[config.mk]
export PLATFORM = sky130hd
export DESIGN_NAME = gtc_ctrl
export DESIGN_NICKNAME = d
export VERILOG_FILES = /design/src/sv/gtc_pkg.sv /design/src/sv/gtc_ctrl.sv
export SDC_FILE = /design/constraint.sdc
export NUM_CORES = 1
export LEC_CHECK = 0
export BUFFER_PORTS_ARGS = -buffer_cell sky130_fd_sc_hd__buf_2
export CAP_MARGIN = 20
export CORE_AREA = 8 8 45 47
export CTS_CLUSTER_SIZE = 12
export DETAILED_ROUTE_END_ITERATION = 10
export DIE_AREA = 0 0 53 55
export SYNTH_ARGS = -nofsm -noshare
export SYNTH_HDL_FRONTEND = slang
export SYNTH_SLANG_ARGS = --single-unit
[constraint.sdc]
create_clock -name clk -period 1.59 [get_ports clk]
set_input_delay 0 -clock clk [delete_from_list [all_inputs] [get_ports clk]]
set_output_delay 0 -clock clk [all_outputs]
set_load 0.03 [all_outputs]
[src/sv/gtc_pkg.sv]
package gtc_pkg;

	// Hash multipliers for the home slot.
	localparam logic [31:0] HASH_CODE_MUL   = 32'd31;
	localparam logic [31:0] HASH_BUCKET_MUL = 32'd2654435761;

	// Result status codes.
	localparam logic [1:0] RES_HIT  = 2'd0;
	localparam logic [1:0] RES_MISS = 2'd1;
	localparam logic [1:0] RES_FULL = 2'd2;

	typedef enum logic [2:0] {
		ST_CLEAR,
		ST_IDLE,
		ST_MATCH,
		ST_PICK,
		ST_MOD,
		ST_ISSUE,
		ST_PROBE,
		ST_DONE
	} gtc_state_t;

	// One slot of the tag store.
	typedef struct packed {
		logic        valid;
		logic [7:0]  code;
		logic [31:0] size;
	} gtc_entry_t;

	// Commands from the controller to the datapath.
	typedef struct packed {
		logic clr_we;
		logic accept;
		logic match;
		logic pick;
		logic mod_step;
		logic issue;
		logic probe_adv;
		logic claim;
		logic res_load;
		logic res_full;
		logic out_load;
	} gtc_cmd_t;

	// Status from the datapath to the controller.
	typedef struct packed {
		logic clr_last;
		logic mod_last;
		logic hit;
		logic empty;
		logic probe_last;
	} gtc_sts_t;

	function automatic logic is_nan(input logic [31:0] b);
		return (b[30:23] == 8'hFF) && (b[22:0] != 23'd0);
	endfunction

	// Float equality on bit patterns: both zeros are equal, NaN equals nothing.
	function automatic logic size_equal(input logic [31:0] a, input logic [31:0] b);
		logic r;
		if (is_nan(a) || is_nan(b)) begin
			r = 1'b0;
		end else if (((a | b) & 32'h7FFF_FFFF) == 32'd0) begin
			r = 1'b1;
		end else begin
			r = (a == b);
		end
		return r;
	endfunction

endpackage

[src/sv/gtc_ctrl.sv]
module gtc_ctrl
	import gtc_pkg::*;
(
	input  logic     clk,
	input  logic     arst_n,
	input  logic     in_valid,
	output logic     in_stall,
	output logic     out_valid,
	input  logic     out_stall,
	input  gtc_sts_t sts,
	output gtc_cmd_t cmd
);

	gtc_state_t state_q;
	gtc_state_t state_d;
	logic       out_valid_q;

	always_ff @(posedge clk or negedge arst_n) begin
		if (!arst_n) begin
			state_q     <= ST_CLEAR;
			out_valid_q <= 1'b0;
		end else begin
			state_q <= state_d;
			if (cmd.out_load) begin
				out_valid_q <= 1'b1;
			end else if (!out_stall) begin
				out_valid_q <= 1'b0;
			end
		end
	end

	assign out_valid = out_valid_q;

	always_comb begin
		cmd      = '0;
		state_d  = state_q;
		in_stall = 1'b1;
		case (state_q)
			ST_CLEAR: begin
				cmd.clr_we = 1'b1;
				if (sts.clr_last) begin
					state_d = ST_IDLE;
				end
			end
			ST_IDLE: begin
				in_stall = 1'b0;
				if (in_valid) begin
					cmd.accept = 1'b1;
					state_d    = ST_MATCH;
				end
			end
			ST_MATCH: begin
				cmd.match = 1'b1;
				state_d   = ST_PICK;
			end
			ST_PICK: begin
				cmd.pick = 1'b1;
				state_d  = ST_MOD;
			end
			ST_MOD: begin
				cmd.mod_step = 1'b1;
				if (sts.mod_last) begin
					state_d = ST_ISSUE;
				end
			end
			ST_ISSUE: begin
				cmd.issue = 1'b1;
				state_d   = ST_PROBE;
			end
			ST_PROBE: begin
				if (sts.hit) begin
					cmd.res_load = 1'b1;
					state_d      = ST_DONE;
				end else if (sts.empty) begin
					cmd.claim    = 1'b1;
					cmd.res_load = 1'b1;
					state_d      = ST_DONE;
				end else if (sts.probe_last) begin
					cmd.res_load = 1'b1;
					cmd.res_full = 1'b1;
					state_d      = ST_DONE;
				end else begin
					cmd.probe_adv = 1'b1;
				end
			end
			ST_DONE: begin
				if (!out_valid_q || !out_stall) begin
					cmd.out_load = 1'b1;
					state_d      = ST_IDLE;
				end
			end
			default: begin
				state_d = ST_IDLE;
			end
		endcase
	end

endmodule

==> results of run 1 <==
==> cell usage in the layout (no fill, tap or decap) <==
cell type	count
a21oi_1	2
a2bb2oi_1	1
a31oi_1	1
and2_1	2
buf_2	20
buf_4	8
clkbuf_4	3
dfrtp_1	3
dfrtp_2	1
dlygate4sd3_1	2
ha_1	1
ha_2	1
ha_4	2
inv_1	2
inv_2	2
mux2_4	2
mux2i_1	1
nand2_1	4
nand2b_2	1
nand2b_4	1
nand4_1	1
nor2_1	5
nor2b_1	2
nor2b_2	1
nor3_1	2
nor3b_1	1
nor4b_2	1
o221a_4	1
==> metrics by stage <==
step | instances | setup WS (ps)
floorplan | 42 | -137
global placement | 84 | 52.1
detailed placement | 84 | 38.0
CTS | 89 | 4.94
global route | 90 | -13.7
finish | 90 | 43.0
==> worst max-delay path, cell delays in order (launching register included) <==
cell      delay (ps)
dfrtp_1          380
buf_4            150
ha_1             210
nand4_1          100
o221a_4          220
nand2b_4          70
mux2_4           290
==> timing repair <==
| action | 4_1_cts | 5_1_grt |
|---|---|---|
| hold buffers | 2 | 0 |
| hold endpoints to repair | 5 | 0 |
| setup endpoints to repair | 1 | 3 |
| gates resized for setup | 3 | 6 |
| setup buffers | 0 | 1 |
| gates cloned | 0 | 0 |
==> layout make-up <==
cell class                 count  area share [%]
clock buffer                   3            3.57
inverter                       4            2.38
multi-input combinational     33            46.2
sequential                     4            16.1
tap                           16            3.17
timing repair buffer          30            28.6
==> sequential cells by signal (all words and copies together) (netlist names) <==
register,flops
out_valid,1
state_q,3
==> Yosys cell counts, types with 2 or more instances <==
library cell  n  area share (%)
nor3_1        2             2.7
ha_1          4              13
nand2_1       4             4.0
dfrtp_1       4              27
inv_1         4             4.0
nor2b_1       3             5.0
mux2_4        2             8.0
and2_1        2             3.3
nor2_1        5             5.0
a21oi_1       2             2.7
==> layer usage <==
layer | share of wire (%) | up-vias | GRT usage [%]
met5 | 0 | - | 0
met2 | 48 | 17 | 11.7
met4 | 0 | 0 | 2.59
met3 | 15 | 0 | 5.08
met1 | 37 | 191 | 6.86
li1 | - | 206 | -
==> where the power goes <==
group | total, mW | internal (mW) | switching [mW]
registers | 0.221 | 0.160 | 0.0614
logic | 0.983 | 0.446 | 0.537
clock network | 0.122 | 0.0842 | 0.0382
==> how the worst min path moves through the flow <==
stage	to	slack, ps	cells after the start
2_1_floorplan	out_valid$_DFFE_PN0P_	-300	0
3_3_place_gp	state_q[0]$_DFFE_PN0P_	-190	1
3_5_place_dp	state_q[1]$_DFFE_PN0P_	-190	1
4_1_cts	state_q[2]$_DFFE_PN0P_	90	2
5_1_grt	out_valid$_DFFE_PN0P_	110	2
6_report	state_q[2]$_DFFE_PN0P_	100	2
==> kinds of logic after synthesis <==
group | after synthesis | synth area share [%]
AND/OR/NAND/NOR | 21 | 32.0
flip-flops | 4 | 26.7
adder cells (fa/ha/maj) | 4 | 13.3
buffers and inverters | 5 | 5.33
multiplexers | 3 | 10.7
AO/OA/AOI/OAI | 5 | 12.0
==> results.json, run 1 <==
{
  "status": "finished, final reports clean",
  "max_slew.worst_pin.slew_ps": 204,
  "die_area_sq_um": 2920,
  "drcViolationCount": 0,
  "postLayoutCellArea_sq_um": 631,
  "dieWidth_microns": 53,
  "num_io_pins": 22,
  "ant_nets": 0,
  "routedWlPerCell_microns": 11.4,
  "row_count": 14,
  "clk_pin_slew_ps": 40,
  "finalHoldViolCount": 0,
  "grt_usage_pct": 7.11,
  "grt_pass1_vias": 387,
  "whs_ps": 103,
  "place_congestion": 0.740,
  "area_growth_pct": 68.0,
  "crit_type": "reg2reg",
  "cts_root_buf": "clkbuf_4",
  "dpl_cell_area_sq_um": 549,
  "synth_seq_cells": 4,
  "drive_gt1_share_pct": 59.5,
  "skew_ps": 2.27,
  "max-slew-margin-rel_pct": 86.3,
  "fin_crit_ps": 1550,
  "max-cap-violations": 0,
  "grt_first_pass_wirelength_microns": 1540,
  "ys_warn_count": 0,
  "endpoint": "state_q[1]$_DFFE_PN0P_",
  "worstSetupStartpointType": "flop",
  "start_util_pct": 27.1,
  "ff_latch_area_sq_um": 101,
  "syn-num-nets": 55,
  "setup-violations-final": 0,
  "ys_types": 20,
  "h-tree-depth": 1,
  "fin_crit_sh_pct": 97.3,
  "fin_nets": 89,
  "synth_edf_count": 0,
  "syn_avg_cell_area_sq_um": 8.94,
  "clk_latency_ps": 230,
  "cts_buffer_depth": 2,
  "diodes": 0,
  "cts_buffers": 3,
  "arrival_ps": 1660,
  "reg2reg_depth": 6,
  "critPathCaptureType": "flop",
  "multi_input_area_sq_um": 292,
  "hold_path.class": "in2async",
  "die_y_microns": 55,
  "totalPowerFinal_mw": 1.33,
  "synthCells": 42,
  "synthesis.area_sq_um": 375,
  "p_leak_nw": 0.323,
  "grt.overflow.total": 0,
  "crit_fanout": 3,
  "io_buffers": 21,
  "final_util_pct": 45.6,
  "first_pass_iters": 4,
  "drv_slew": 0,
  "vias": 414,
  "grt_max_degree": 6,
  "cts_tree": "built",
  "antenna_found_initial": 0,
  "synth_ff_type": "dfrtp_1",
  "cts_sinks": 4,
  "coreArea_sq_um": 1380,
  "power_density_nw_per_um2": 2100,
  "drt_iter0_drc": 2,
  "fmax_mhz": 646,
  "ir_worst_vdd_v": 0.000987,
  "drt_wl_total_microns": 1030,
  "dpl.hpwl_microns": 869,
  "reg2reg_from": "state_q[0]$_DFFE_PN0P_",
  "tns_ps": 0,
  "ys_seq_area_share_pct": 26.7,
  "r2r_slack_ps": 40,
  "fillCellCount": 134,
  "startpoint": "state_q[0]$_DFFE_PN0P_",
  "worstReg2RegEnd": "state_q[1]$_DFFE_PN0P_",
  "async_reset_ff_share_pct": 100,
  "vias_per_cell": 4.60,
  "required_ps": 1700
}
Note: power is estimated with default switching activity, not from simulation.
==> run 2, diff against run 1 <==
--- a/config.mk
+++ b/config.mk
@@ -8,6 +8,7 @@
 export BUFFER_PORTS_ARGS = -buffer_cell sky130_fd_sc_hd__buf_2
 export CAP_MARGIN = 20
 export CORE_AREA = 8 8 45 47
+export CTS_BUF_LIST = sky130_fd_sc_hd__clkbuf_16
 export CTS_CLUSTER_SIZE = 12
 export DETAILED_ROUTE_END_ITERATION = 10
 export DIE_AREA = 0 0 53 55
==> run 2 against run 1 <==
- via count fell by 0.24%
- setup slack improved by 10 ps
- hold slack got worse by 62 ps
- first-iteration DRC count rose by 100%
- total power rose by 19%
- clock-buffer cell count did not move
- non-clock buffer count did not move
- register-to-register slack barely moved
- combinational power barely moved
- die area did not move
- largest cell class unchanged
- highest routed layer is now met4
==> results.json, run 2 (synthesis gave the netlist of run 1 again) <==
{
  "die_area_sq_um": 2920,
  "vias": 413,
  "vias_per_cell": 4.59,
  "coreArea_sq_um": 1380,
  "drt_wl_total_microns": 1080,
  "skew_ps": 1.74,
  "start_util_pct": 27.1,
  "diodes": 0,
  "worstSetupStartpointType": "flop",
  "ir_worst_vdd_v": 0.00128,
  "io_buffers": 21,
  "clk_latency_ps": 220,
  "num_io_pins": 22,
  "whs_ps": 41.6,
  "crit_type": "reg2reg",
  "fillCellCount": 133,
  "antenna_found_initial": 0,
  "path_depth": 6,
  "area_growth_pct": 75.0,
  "ff_latch_area_sq_um": 100,
  "crit_chain": "inv_2 > ha_2 > nand2b_2 > o221a_4 > nand2b_4 > mux2_4",
  "postLayoutCellArea_sq_um": 657,
  "hold_path.class": "in2reg",
  "cts_root_buf": "clkbuf_16",
  "rsz0062_at_grt": "true",
  "final_util_pct": 47.5,
  "multi_input_area_sq_um": 269,
  "finalHoldViolCount": 0,
  "reg2reg_depth": 6,
  "grt_first_pass_wirelength_microns": 1560,
  "setup-violations-final": 0,
  "fin_cells": 90,
  "cts_buffers": 3,
  "max_slew.worst_pin.slew_ps": 204,
  "regMostFlops": "state_q",
  "max_stage_delay_ps": 410,
  "dieWidth_microns": 53,
  "row_count": 14,
  "place_congestion": 0.740,
  "fin_nets": 89,
  "drive_gt1_share_pct": 58.1,
  "arrival_ps": 1640,
  "final_cell_mix": "buf_2, buf_4, nor2_1, nand2_1, dfrtp_1",
  "critPathCaptureType": "flop",
  "dpl.hpwl_microns": 869,
  "cp_top_family": "flip-flops",
  "cts_tree": "built",
  "grt_max_degree": 6,
  "power_density_nw_per_um2": 2410,
  "crit_fanout": 4,
  "grt_pass1_vias": 389,
  "ant_nets": 0,
  "largest_reg_flops": 3,
  "drcViolationCount": 0,
  "grt.overflow.total": 0,
  "status": "finished, final reports clean",
  "max-slew-margin-rel_pct": 86.3,
  "min_path_cells": 3,
  "drt_iter0_drc": 4,
  "h-tree-depth": 1,
  "dpl_cell_area_sq_um": 549,
  "routedWlPerCell_microns": 12.0,
  "required_ps": 1690,
  "first_pass_iters": 3,
  "fin_crit_sh_pct": 96.6,
  "final_common_cell": "buf_2",
  "drv_slew": 0,
  "numPlacedInstances": 84,
  "p_leak_nw": 0.347,
  "fmax_mhz": 651,
  "crit_slowest_cell": "dfrtp_1",
  "cts_buffer_depth": 2,
  "clk_pin_slew_ps": 30,
  "cts_sinks": 4,
  "fin_crit_ps": 1540,
  "grt_usage_pct": 7.49,
  "path_buf_inv": 1,
  "die_y_microns": 55,
  "max-cap-violations": 0
}
==> run 2: changes by cell type in the layout (fill, tap and decap cells not counted) <==
cell / change
dfrtp_1: +1
clkbuf_4: -3
clkbuf_16: +3
dfrtp_2: -1
ha_2: +1
buf_4: +1
dlygate4sd3_1: -1
ha_1: +1
ha_4: -2
==> run 2: layout make-up <==
| type | instances | share of cell area [%] |
|---|---|---|
| Clock buffer | 3 | 11.4 |
| Timing Repair Buffer | 30 | 27.0 |
| Sequential cell | 4 | 15.2 |
| Tap cell | 16 | 3.05 |
| Multi-Input combinational cell | 33 | 41.0 |
| Inverter | 4 | 2.29 |
==> run 2: stage by stage <==
stage	setup slack (ps)	power, mW	setup TNS, ps
3_5_place_dp	38.0	1.14	0
5_1_grt	-14.5	1.68	-19.8
4_1_cts	23.1	1.54	0
6_report	53.4	1.58	0
3_3_place_gp	52.1	1.14	0
2_1_floorplan	-137	0.851	-137
==> run 2: path summary, 6_finish.rpt <==
path	startpoint	to	slack [ps]
max	state_q[1]$_DFFE_PN0P_	state_q[1]$_DFFE_PN0P_	50
max reg2reg	state_q[1]$_DFFE_PN0P_	state_q[1]$_DFFE_PN0P_	50
min in group asynchronous	arst_n	state_q[2]$_DFFE_PN0P_	110
min reg2reg	out_valid$_DFFE_PN0P_	out_valid$_DFFE_PN0P_	550
min	out_stall	out_valid$_DFFE_PN0P_	40
max in group asynchronous	arst_n	state_q[1]$_DFFE_PN0P_	1360
==> run 2: tightest hold or removal path, cell delays in order <==
cell and delay (ps):
buf_2 100, nand2_1 60, nand2_1 60
==> run 2: where the power goes <==
part | internal [mW] | total, mW | switching (mW) | leakage [nW]
clock network | 0.321 | 0.386 | 0.0657 | 0.0370
registers | 0.157 | 0.215 | 0.0574 | 0.0469
logic | 0.446 | 0.982 | 0.535 | 0.263
total | 0.924 | 1.58 | 0.658 | 0.347
==> run 2: metal layers <==
metal  track usage [%]  part of all wire (%)
met1              7.01                    37
met2              11.9                    48
met3              4.81                    14
met4              5.17                  0.93
met5                 0                     0
==> run 2: timing repair <==
| item | 4_1_cts | 5_1_grt |
|---|---|---|
| resized for setup | 3 | 2 |
| setup endpoints to repair | 1 | 3 |
| buffers inserted | 0 | 2 |
| hold buffers | 1 | 0 |
| hold endpoints to repair | 4 | 0 |
==> run 3, diff against run 2 <==
--- a/config.mk
+++ b/config.mk
@@ -5,13 +5,15 @@
 export SDC_FILE = /design/constraint.sdc
 export NUM_CORES = 1
 export LEC_CHECK = 0
+export ABC_AREA = 1
 export BUFFER_PORTS_ARGS = -buffer_cell sky130_fd_sc_hd__buf_2
 export CAP_MARGIN = 20
-export CORE_AREA = 8 8 45 47
+export CORE_AREA = 2 2 39 41
 export CTS_BUF_LIST = sky130_fd_sc_hd__clkbuf_16
 export CTS_CLUSTER_SIZE = 12
 export DETAILED_ROUTE_END_ITERATION = 10
-export DIE_AREA = 0 0 53 55
+export DIE_AREA = 0 0 41 43
+export PLACE_DENSITY = 0.61
 export SYNTH_ARGS = -nofsm -noshare
 export SYNTH_HDL_FRONTEND = slang
 export SYNTH_SLANG_ARGS = --single-unit
==> run 3 against run 2 <==
- critical path depth grew 1
- clock-buffer cell count is the same
- clock power grew 2%
- final cell count grew 20%
- synthesized cell count grew 62%
- fmax grew 2.9%
- critical endpoint is now cmd[1]
- global-route usage grew 5.1 points
- critical path type is now reg2out
==> results.json, run 3 <==
{
  "grt_first_pass_wirelength_microns": 1550,
  "wl_met1_microns": 458,
  "ys_types": 17,
  "synth.top_cells.by_count": "inv_1, nand2_1, nor2_1",
  "syn_avg_cell_area_sq_um": 6.64,
  "drcViolationCount": 0,
  "dieWidth_microns": 41,
  "grt.overflow.total": 0,
  "cts_sinks": 4,
  "clk_latency_ps": 220,
  "cts_root_buf": "clkbuf_16",
  "fmax_mhz": 670,
  "drive_gt1_share_pct": 38.0,
  "coreArea_sq_um": 1380,
  "post_cts_buffers": 0,
  "fin_crit_sh_pct": 93.9,
  "fin_crit_ps": 1490,
  "cts_buffer_depth": 2,
  "drt_wl_total_microns": 980,
  "crit_fanout": 4,
  "totalPowerFinal_mw": 1.43,
  "grt_pass1_vias": 394,
  "crit_top_cell": "inv_1",
  "status": "finished, final reports clean",
  "synth_edf_count": 0,
  "synth_top_cell_by_area": "dfrtp_1",
  "power_density_nw_per_um2": 2160,
  "p_leak_nw": 0.451,
  "hold_path.class": "in2reg",
  "drv_slew": 0,
  "num_io_pins": 22,
  "clk_pin_slew_ps": 30,
  "required_ps": 1590,
  "regMostFlops": "state_q",
  "ys_seq_area_share_pct": 22.2,
  "antenna_found_initial": 0,
  "yosys-top-cells-area": "dfrtp_1, inv_1, nand2_1",
  "dp_slack_ps": 277,
  "whs_ps": 28.0,
  "dpl_cell_area_sq_um": 566,
  "crit_type": "reg2out",
  "area_growth_pct": 46.8,
  "arrival_ps": 1490,
  "ir_worst_vdd_v": 0.000917,
  "diodes": 0,
  "row_count": 14,
  "numPlacedInstances": 104,
  "wl_met2_microns": 454,
  "synthCells": 68,
  "vias_per_cell": 4.26,
  "yosys.area.top_type_share_pct": 22.2,
  "start_util_pct": 32.6,
  "postLayoutSetupSlackWorst_ps": 96.4,
  "max-slew-margin-rel_pct": 74.6,
  "io_buffers": 21,
  "cp_top_family": "flip-flops",
  "max_slew.worst_pin.slew_ps": 380,
  "crit_chain": "inv_1 > ha_2 > nand2_4 > nor2_4 > inv_1 > nor3_2 > buf_4",
  "cts_buffers": 3,
  "postLayoutCellArea_sq_um": 663,
  "worstSetupStartpointType": "flop",
  "dr_wl_met3_microns": 67,
  "final_common_cell": "buf_2",
  "routedWlPerCell_microns": 9.07,
  "async_reset_ff_share_pct": 100,
  "vias": 460,
  "final_cell_mix": "buf_2, inv_1, nand2_1, nor2_1, nand3_1",
  "synthesis.area_sq_um": 452,
  "setup-violations-final": 0,
  "ant_nets": 0,
  "crit_slowest_cell": "dfrtp_1",
  "die_y_microns": 43,
  "h-tree-depth": 1,
  "die_area_sq_um": 1760,
  "final_util_pct": 47.9,
  "path_buf_inv": 3,
  "first_pass_iters": 4,
  "ys_warn_count": 0,
  "synth_ff_type": "dfrtp_1",
  "dpl.hpwl_microns": 754,
  "finalHoldViolCount": 0,
  "cts_tree": "built",
  "fin_nets": 107,
  "critPathCaptureType": "output port",
  "largest_reg_flops": 3,
  "place_congestion": 0.799,
  "skew_ps": 0.395,
  "max_stage_delay_ps": 400,
  "fin_cells": 108,
  "tns_ps": 0,
  "grt_max_degree": 9,
  "top_layer": "met3",
  "synth_seq_cells": 4,
  "rsz0062_at_grt": "false",
  "drt_iter0_drc": 8,
  "grt_usage_pct": 12.6,
  "max-cap-violations": 0,
  "syn-num-nets": 81
}
-- run 3: routing by layer --
metal  up-vias  track usage, %
met5         -               0
met4         0            4.00
met1       190            16.3
li1        250               -
met2        20            19.7
met3         0            3.14
-- run 3: cell type report --
type	instances	area, sq um
fill	146	721
multi-input combinational	45	280
timing repair buffer	22	120
sequential	4	100
clock buffer	3	75.1
inverter	18	67.6
tap	16	20.0
-- run 3: worst paths after layout --
check / start / cells after the start / endpoint / slack [ps]
setup / recovery: state_q[0]$_DFFE_PN0P_ / 7 / cmd[1] / 100
hold / removal: out_stall / 3 / out_valid$_DFFE_PN0P_ / 30
setup reg to reg: state_q[0]$_DFFE_PN0P_ / 7 / state_q[1]$_DFFE_PN0P_ / 290
hold reg to reg: out_valid$_DFFE_PN0P_ / 2 / out_valid$_DFFE_PN0P_ / 520
max in group asynchronous: arst_n / 2 / state_q[0]$_DFFE_PN0P_ / 1350
min in group asynchronous: arst_n / 2 / out_valid$_DFFE_PN0P_ / 110
-- run 3: worst min-delay path, cell delays in order --
cell     delay (ps)
buf_2            80
nand2_1          70
nand2_1          70
-- run 3: power breakdown --
part / switching (mW) / internal (mW) / total (mW)
logic: 0.541 / 0.265 / 0.806
clock network: 0.0715 / 0.322 / 0.393
registers: 0.0753 / 0.158 / 0.233
-- run 3: cells by family after synthesis --
kind of cell             count (synthesis)  synth area share (%)
adder cells (fa/ha/maj)                  4                  11.1
AO/OA/AOI/OAI                            1                  1.11
buffers and inverters                   19                  17.5
AND/OR/NAND/NOR                         40                  48.2
flip-flops                               4                  22.2
-- run 3: what timing repair did --
action | in CTS | in global routing
hold buffers | 1 | 0
setup endpoints to repair | 0 | 2
gates resized for setup | 0 | 5
hold endpoints to repair | 4 | 0
